### src/design/spq_pkg.sv
`timescale 1ns / 1ps

package spq_pkg;

    // field widths
    localparam int VALUE_W          = 32;
    localparam int STATUS_W         = 2;
    localparam int COUNT_W          = 5;
    localparam int DEFAULT_CAPACITY = 16;

    // operation codes
    localparam logic MODE_ENQ = 1'b0;
    localparam logic MODE_DEQ = 1'b1;

    // status codes
    localparam logic [STATUS_W-1:0] ST_OK    = 2'd0;
    localparam logic [STATUS_W-1:0] ST_EMPTY = 2'd1;
    localparam logic [STATUS_W-1:0] ST_FULL  = 2'd2;

    // control broadcast to every cell of the chain
    typedef struct packed {
        logic                      enq;
        logic                      deq;
        logic signed [VALUE_W-1:0] value;
    } t_cell_ctrl;

endpackage

### src/design/spq_cell.sv
`timescale 1ns / 1ps

module spq_cell (
    input  logic                              i_clk,
    input  spq_pkg::t_cell_ctrl               i_ctrl,
    input  logic                              i_occ,
    input  logic                              i_left_lt,
    input  logic signed [spq_pkg::VALUE_W-1:0] i_left_value,
    input  logic signed [spq_pkg::VALUE_W-1:0] i_right_value,
    output logic signed [spq_pkg::VALUE_W-1:0] o_value,
    output logic                              o_lt
);

    logic signed [spq_pkg::VALUE_W-1:0] r_value;
    logic signed [spq_pkg::VALUE_W-1:0] n_value;

    // stored entry stays ahead of the new value only when strictly smaller
    assign o_lt = i_occ && (r_value < i_ctrl.value);

    // insert, shift toward the tail, or shift toward the head
    always_comb begin
        n_value = r_value;
        if (i_ctrl.enq) begin
            if (o_lt) begin
                n_value = r_value;
            end else if (i_left_lt) begin
                n_value = i_ctrl.value;
            end else begin
                n_value = i_left_value;
            end
        end else if (i_ctrl.deq) begin
            n_value = i_right_value;
        end
    end

    always_ff @(posedge i_clk) begin
        r_value <= n_value;
    end

    assign o_value = r_value;

endmodule

### src/design/sorted_min_priority_queue_unit.sv
`timescale 1ns / 1ps

// Sorted min-priority queue built as a chain of CAPACITY compare-and-shift cells, head in
// cell 0. A request is taken whenever start is high; busy is always low, so one enqueue
// or dequeue goes in every cycle. Its result appears in the next cycle on the o_ ports,
// marked by o_valid for exactly one cycle; the receiver cannot stall and must take it
// then. All cells compare against the new value in parallel. A new value goes ahead of
// stored equal values. A dequeue of an empty queue reports status 1, an enqueue into a
// full queue is dropped with status 2; o_count carries the low 5 bits of the entry count
// after the request.
module sorted_min_priority_queue_unit #(
    parameter int CAPACITY = spq_pkg::DEFAULT_CAPACITY
) (
    input  logic                                i_clk,
    input  logic                                i_rst_n,
    input  logic                                start,
    output logic                                busy,
    input  logic                                i_mode,
    input  logic signed [spq_pkg::VALUE_W-1:0]  i_value,
    output logic                                o_valid,
    output logic signed [spq_pkg::VALUE_W-1:0]  o_out_value,
    output logic        [spq_pkg::STATUS_W-1:0] o_status,
    output logic        [spq_pkg::COUNT_W-1:0]  o_count
);

    localparam int CNT_W = $clog2(CAPACITY + 1);
    localparam logic [CNT_W-1:0] CAP_CNT = CNT_W'(CAPACITY);

    logic [CNT_W-1:0] r_count;
    logic [CNT_W-1:0] n_count;

    logic                                r_valid;
    logic signed [spq_pkg::VALUE_W-1:0]  r_out_value;
    logic signed [spq_pkg::VALUE_W-1:0]  n_out_value;
    logic        [spq_pkg::STATUS_W-1:0] r_status;
    logic        [spq_pkg::STATUS_W-1:0] n_status;

    spq_pkg::t_cell_ctrl ctrl;

    logic signed [spq_pkg::VALUE_W-1:0] cell_value [CAPACITY];
    logic                               cell_lt    [CAPACITY];

    logic is_full;
    logic is_empty;

    assign busy     = 1'b0;
    assign is_full  = (r_count == CAP_CNT);
    assign is_empty = (r_count == '0);

    // decode the request and next count
    always_comb begin
        ctrl.enq    = 1'b0;
        ctrl.deq    = 1'b0;
        ctrl.value  = i_value;
        n_count     = r_count;
        n_status    = spq_pkg::ST_OK;
        n_out_value = '0;
        if (i_mode == spq_pkg::MODE_ENQ) begin
            if (is_full) begin
                n_status = spq_pkg::ST_FULL;
            end else begin
                ctrl.enq = start;
                n_count  = r_count + CNT_W'(1);
            end
        end else begin
            if (is_empty) begin
                n_status = spq_pkg::ST_EMPTY;
            end else begin
                ctrl.deq    = start;
                n_count     = r_count - CNT_W'(1);
                n_out_value = cell_value[0];
            end
        end
    end

    // chain of cells, head first
    for (genvar g = 0; g < CAPACITY; g++) begin : g_cell
        logic                               occ;
        logic                               left_lt;
        logic signed [spq_pkg::VALUE_W-1:0] left_value;
        logic signed [spq_pkg::VALUE_W-1:0] right_value;

        assign occ = (CNT_W'(g) < r_count);

        if (g == 0) begin : g_head
            assign left_lt    = 1'b1;
            assign left_value = i_value;
        end else begin : g_body
            assign left_lt    = cell_lt[g-1];
            assign left_value = cell_value[g-1];
        end

        if (g == CAPACITY - 1) begin : g_tail
            assign right_value = cell_value[g];
        end else begin : g_inner
            assign right_value = cell_value[g+1];
        end

        spq_cell u_cell (
            .i_clk         (i_clk),
            .i_ctrl        (ctrl),
            .i_occ         (occ),
            .i_left_lt     (left_lt),
            .i_left_value  (left_value),
            .i_right_value (right_value),
            .o_value       (cell_value[g]),
            .o_lt          (cell_lt[g])
        );
    end

    // control state
    always_ff @(posedge i_clk) begin
        if (!i_rst_n) begin
            r_count <= '0;
            r_valid <= 1'b0;
        end else begin
            r_valid <= start;
            if (start) begin
                r_count <= n_count;
            end
        end
    end

    // result registers
    always_ff @(posedge i_clk) begin
        if (start) begin
            r_out_value <= n_out_value;
            r_status    <= n_status;
        end
    end

    assign o_valid     = r_valid;
    assign o_out_value = r_out_value;
    assign o_status    = r_status;
    assign o_count     = spq_pkg::COUNT_W'(r_count);

endmodule
### config.mk
export PLATFORM = sky130hd
export DESIGN_NAME = sorted_min_priority_queue_unit
export DESIGN_NICKNAME = d
export VERILOG_FILES = /design/src/design/spq_pkg.sv /design/src/design/spq_cell.sv /design/src/design/sorted_min_priority_queue_unit.sv
export SDC_FILE = /design/constraint.sdc
export NUM_CORES = 2
export LEC_CHECK = 0
export BUFFER_PORTS_ARGS = -buffer_cell sky130_fd_sc_hd__buf_2
export CORE_MARGIN = 2
export CORE_UTILIZATION = 60
export CTS_CLUSTER_SIZE = 10
export DETAILED_ROUTE_END_ITERATION = 6
export PLACE_DENSITY = 0.75
export SLEW_MARGIN = 20
export SYNTH_ARGS = -nofsm -noshare
export SYNTH_HDL_FRONTEND = slang
export SYNTH_HIERARCHICAL = 1
export SYNTH_SLANG_ARGS = --single-unit
### constraint.sdc
create_clock -name i_clk -period 19.65 [get_ports i_clk]
set_clock_uncertainty 0.05 [all_clocks]
set_input_delay 2.9475 -clock i_clk [delete_from_list [all_inputs] [get_ports i_clk]]
set_output_delay 2.9475 -clock i_clk [all_outputs]
set_load 0.005 [all_outputs]
## Word level (Yosys, flattened, before mapping)

Cells that the tools add are included.

| operators by class | value |
|---|---|
| $add $sub $neg | 2 |
| order comparisons | 32 |
| equal/unequal tests | 18 |
| multiplexer cells | 70 |
| bitwise logic cells | 2 |
| reduce and logical (&&, ||, !) cells | 36 |

Operator list:

| operator | number |
|---|---|
| 32-bit 2-to-1 mux | 60 |
| 32-bit less-than comparator | 16 |
| 4-bit by 5-bit less-than comparator with 1-bit output (first input constant) | 8 |
| 2-bit != test (second input constant) | 17 |
| 2-bit AND reduction | 16 |
| 3-bit by 5-bit less-than comparator with 1-bit output (first input constant) | 4 |
| 1-bit logical AND | 16 |
| 5-bit 2-to-1 mux | 3 |
| 1-bit by 5-bit less-than comparator with 1-bit output (first input constant) | 2 |
| 2-bit by 5-bit less-than comparator with 1-bit output (first input constant) | 2 |
| 5-bit by 1-bit adder with 5-bit output (second input constant) | 1 |
| 5-bit == test (second input constant) | 1 |
| 5-bit logical NOT | 1 |
| 1-bit 2-to-1 mux | 5 |
| 5-bit by 1-bit subtractor with 5-bit output (second input constant) | 1 |
| 2-bit 2-to-1 mux | 2 |
| 3-bit AND reduction | 1 |
| 1-bit NOT | 2 |
| 2-bit nonzero test | 1 |
| 2-bit OR reduction | 1 |

| word-level totals | value |
|---|---|
| register bits | 552 |
| output and inout bits | 41 |

## Logic depth before layout (Yosys ltp)

| logic depth | value |
|---|---|
| word-level depth | 5 |
| depth in mapped cells | 12 |
| gate-level depth less buffers | 10 |

## By module

The synthesis kept the hierarchy.

Modules (own cells, without submodules):

| module | times used | cells an instance | area an instance (µm²) |
|---|---|---|---|
| spq_cell (g_cell[0].u_cell ...) | 15 | 257 | 2429.8 |
| spq_cell (g_cell[14].u_cell) | 1 | 256 | 2423.6 |
| sorted_min_priority_queue_unit | 1 | 145 | 1814.2 |

## Worst setup path after synthesis

OpenSTA, ideal clock, no wires.

| timing path | value |
|---|---|
| path type | input port to flip-flop |
| start | input port i_mode |
| end | register g_cell[0].u_cell.r_value (netlist bit g_cell[0].u_cell/o_value[0]) (enable) |
| arrival | 8.713 ns |
| required time | 19.139 ns |
| path slack | 10.426 ns |
| stages | 5 |
| path through | buf_6 > nor3b_1 > clkbuf_1 > nor2_1 > nor3_1 |

RTL lines:

| item | line | source |
|---|---|---|
| from (decl) | sorted_min_priority_queue_unit.sv:18 | `input logic i_mode,` |
| to (signal assigned) | spq_cell.sv:37 | `r_value <= n_value;` |
| to (decl) | spq_cell.sv:14 | `logic signed [spq_pkg::VALUE_W-1:0] r_value;` |

==> impl_summary.txt <==
----------------------------------------------------
[Run status]
  Outcome ... completed

[Route]
  Number of vias after detailed routing ... 29740
  Routed wirelength normalized by instance count ... 17.23 um
  Drc violations ... 0
  First-pass iteration count of the detailed router ... 5
  Vias per cell ... 5.765
  Wire length reported by the detailed router ... 88900 um
  Number of antenna-violating nets in the routed design ... 0
  1st-iter DRT viols ... 2104

[Worst hold path]
  Endpoint of the worst hold-timing path ... o_out_value[12]
  Worst hold path cell count ... 1
  Class of the worst hold path ... reg -> reg
  Start point of the worst min-delay path ... g_cell[0].u_cell/o_value[12]

[Cells and area]
  Fraction of final layout cells sized beyond drive strength 1 ... 5.624%
  Fill cell instance count of the final layout ... 5346
  Net count reported at finish ... 4787
  Final instance area ... 43850 um2
  Final Instance Count excl. Fillers ... 5159
  Area overhead of the layout relative to synthesis ... 7.835%

[Placed design]
  RePlAce Congestion ... 0.8681
  Instance count after placement with tap cells included ... 5056
  Quantity of I/O buffers inserted on ports ... 75
  Total half-perimeter wirelength after legalization and detailed placement ... 65200 um
  Setup slack at placement ... 12.77 ns
  Placed standard-cell area ... 41970 um2

[Die]
  Placeable core area ... 67160 um2
  Horizontal die dimension ... 264.3 um
  Die Y-Extent ... 264.3 um
  Top-level I/O count ... 77
  Initial cell density of the core ... 60.54%
  Die footprint ... 69870 um2
  Std cell rows ... 95

[Global route]
  First-pass GRT wire length ... 144900 um
  Number of global-route vias before repair ... 28640
  Remaining global-route overflow ... 0
  Pin count of the biggest net entering global routing ... 262
  GR Util All Layers ... 25.19%
  Antenna violations before repair ... 1

[STA]
  Worst Tran Pin Value ... 1.095 ns
  Total count of max-transition violations in the final report ... 0
  RSZ-0062 raised after global routing ... no
  Hold violation total from the final report ... 0
  Total Negative Setup Slacks ... 0 ns
  Relative slew slack ... 27.01%
  Period utilisation layout ... 32.18%
  Maximum clock frequency ... 158.1 MHz
  Setup Viol. Count Final ... 0
  Final min period ... 6.324 ns
  Worst path setup slack after routing ... 13.33 ns

[Worst setup path]
  Required time reported for the critical path endpoint ... 19.86 ns
  Reg2Reg Capture Point ... g_cell[14].u_cell/o_value[6]
  Data arrival, critical path ... 6.54 ns
  Worst reg-to-reg setup slack ... 14.79 ns
  R2R Path Start ... o_count[0]
  Kind of end point of the critical path ... register
  Crit path kind ... in -> reg
  Startpoint type of the worst setup path ... input port
  Largest driver fanout on the critical path ... 77
  Count of cells along the worst register-to-register path ... 9

[Flow run]
  Max Cap Viol ... 0

[Logic synthesis]
  Warnings, synthesis ... 6
  Number of standard cells after synthesis ... 4252
  Average size of a mapped cell ... 9.563 um2
  Synth Cell Area ... 40660 um2
  Post-synthesis net count ... 4787

[Power]
  Sw frac ... 33.95%
  Power Density ... 96.36 nW/um2
  Relative contribution of combinational cells to total power ... 31.4%
  Leakage power ... 18.34 nW
  Psw ... 0.001435 W
  Part of the power in registers ... 42.2%
  Maximum resistive drop on vdd ... 0.00005175 V
  Total power ... 0.004225 W
  Relative contribution of the clock network to total power ... 26.4%
  Internal power ... 0.002791 W

[Clocking]
  H-tree depth ... 3
  Number of buffers created by CTS ... 67
  Count of buffers added by post-CTS timing repair for setup ... 0
  CTS Root Cell ... sky130_fd_sc_hd__clkbuf_16
  Insertion delay of the later-clocked pin in the worst-skew pair ... 0.60 ns
  Clock Pin Slew Worst Setup and Hold Paths ... 0.05 ns
  Maximum buffer depth of the clock tree ... 3
  Hold buffer count at CTS ... 0
  TritonCTS sink count ... 552
  Clock tree from TritonCTS ... done
  Post_cts resized ... 0

----------------------------------------------------
-- worst max-delay path, cell delays in order --
cell	delay [ns]
sky130_fd_sc_hd__buf_2	0.08
sky130_fd_sc_hd__buf_4	0.37
sky130_fd_sc_hd__inv_1	0.18
sky130_fd_sc_hd__nor3b_2	0.23
sky130_fd_sc_hd__buf_4	0.52
sky130_fd_sc_hd__buf_4	0.71
sky130_fd_sc_hd__nor2_1	0.15
sky130_fd_sc_hd__nor3_2	0.77
sky130_fd_sc_hd__buf_4	0.45
-- sequential cells by signal, indices dropped and copies added, names as in the netlist --
register,flops
o_count,5
g_cell.u_cell/o_value,512
o_valid,1
o_out_value,32
o_status,2
-- metrics by stage --
step | hold WS, ns | utilization (%)
2_1_floorplan | 0.4886 | -
3_3_place_gp | 0.5230 | 62.50
3_5_place_dp | 0.5235 | 62.50
4_1_cts | 0.5416 | 65.28
5_1_grt | 0.5660 | 65.29
6_report | 0.5388 | 65.29
-- how the worst max path moves through the flow --
stage               start                             to  slack, ns  cells after the start
2_1_floorplan      i_mode   g_cell[15].u_cell/o_value[0]      10.43                      5
3_3_place_gp        start   g_cell[14].u_cell/o_value[2]      12.86                      9
3_5_place_dp   i_value[5]   g_cell[13].u_cell/o_value[9]      12.77                     11
4_1_cts             start  g_cell[14].u_cell/o_value[16]      13.40                      9
5_1_grt             start  g_cell[14].u_cell/o_value[16]      13.05                      9
6_report            start   g_cell[14].u_cell/o_value[6]      13.33                      9
-- layer usage --
layer / wire [um] / GRT usage [%]
met5: 0 / 0
met1: 40800 / 33.26
met4: 2613 / 8.692
met3: 3042 / 2.657
met2: 42440 / 43.20
-- cell usage in the layout (no fill, tap or decap), drive strengths merged, types with 2 or more instances in the layout --
cell type and n:
clkbuf 97, a31o 2, and2 35, o41ai 15, and4b 17, xor2 2, a21oi 719, nor2 595
a211oi 32, nor3 33, nor4 16, edfxtp 546, nand3 50, dfxtp 6, nand4 96, inv 503
a21boi 2, nand2b 32, a221oi 16, o21ai 69, a211o 17, a31oi 17, buf 118, clkinv 3
a21o 21, or3 2, o211ai 17, o311a 15, mux2i 530, nand2 151, conb 2, ha 499
-- cell type report --
class	instances	area [um2]	area share (%)
Multi-Input combinational cell	3012	21760	49.63
Sequential cell	552	16520	37.67
Inverter	501	1881	4.289
Clock buffer	97	1842	4.201
Tap cell	873	1092	2.491
Timing Repair Buffer	118	723.2	1.649
Clock inverter	5	28.78	0.06563
Antenna cell	1	2.502	0.005707
-- power groups by stage --
stage          clock network, W  registers (W)  logic [W]
2_1_floorplan                 0        0.00174    0.00100
3_3_place_gp                  0        0.00180    0.00127
3_5_place_dp                  0        0.00180    0.00132
4_1_cts                 0.00114        0.00178    0.00133
5_1_grt                 0.00118        0.00181    0.00149
6_report                0.00112        0.00178    0.00133
Note: power is estimated with default switching activity, not from simulation.
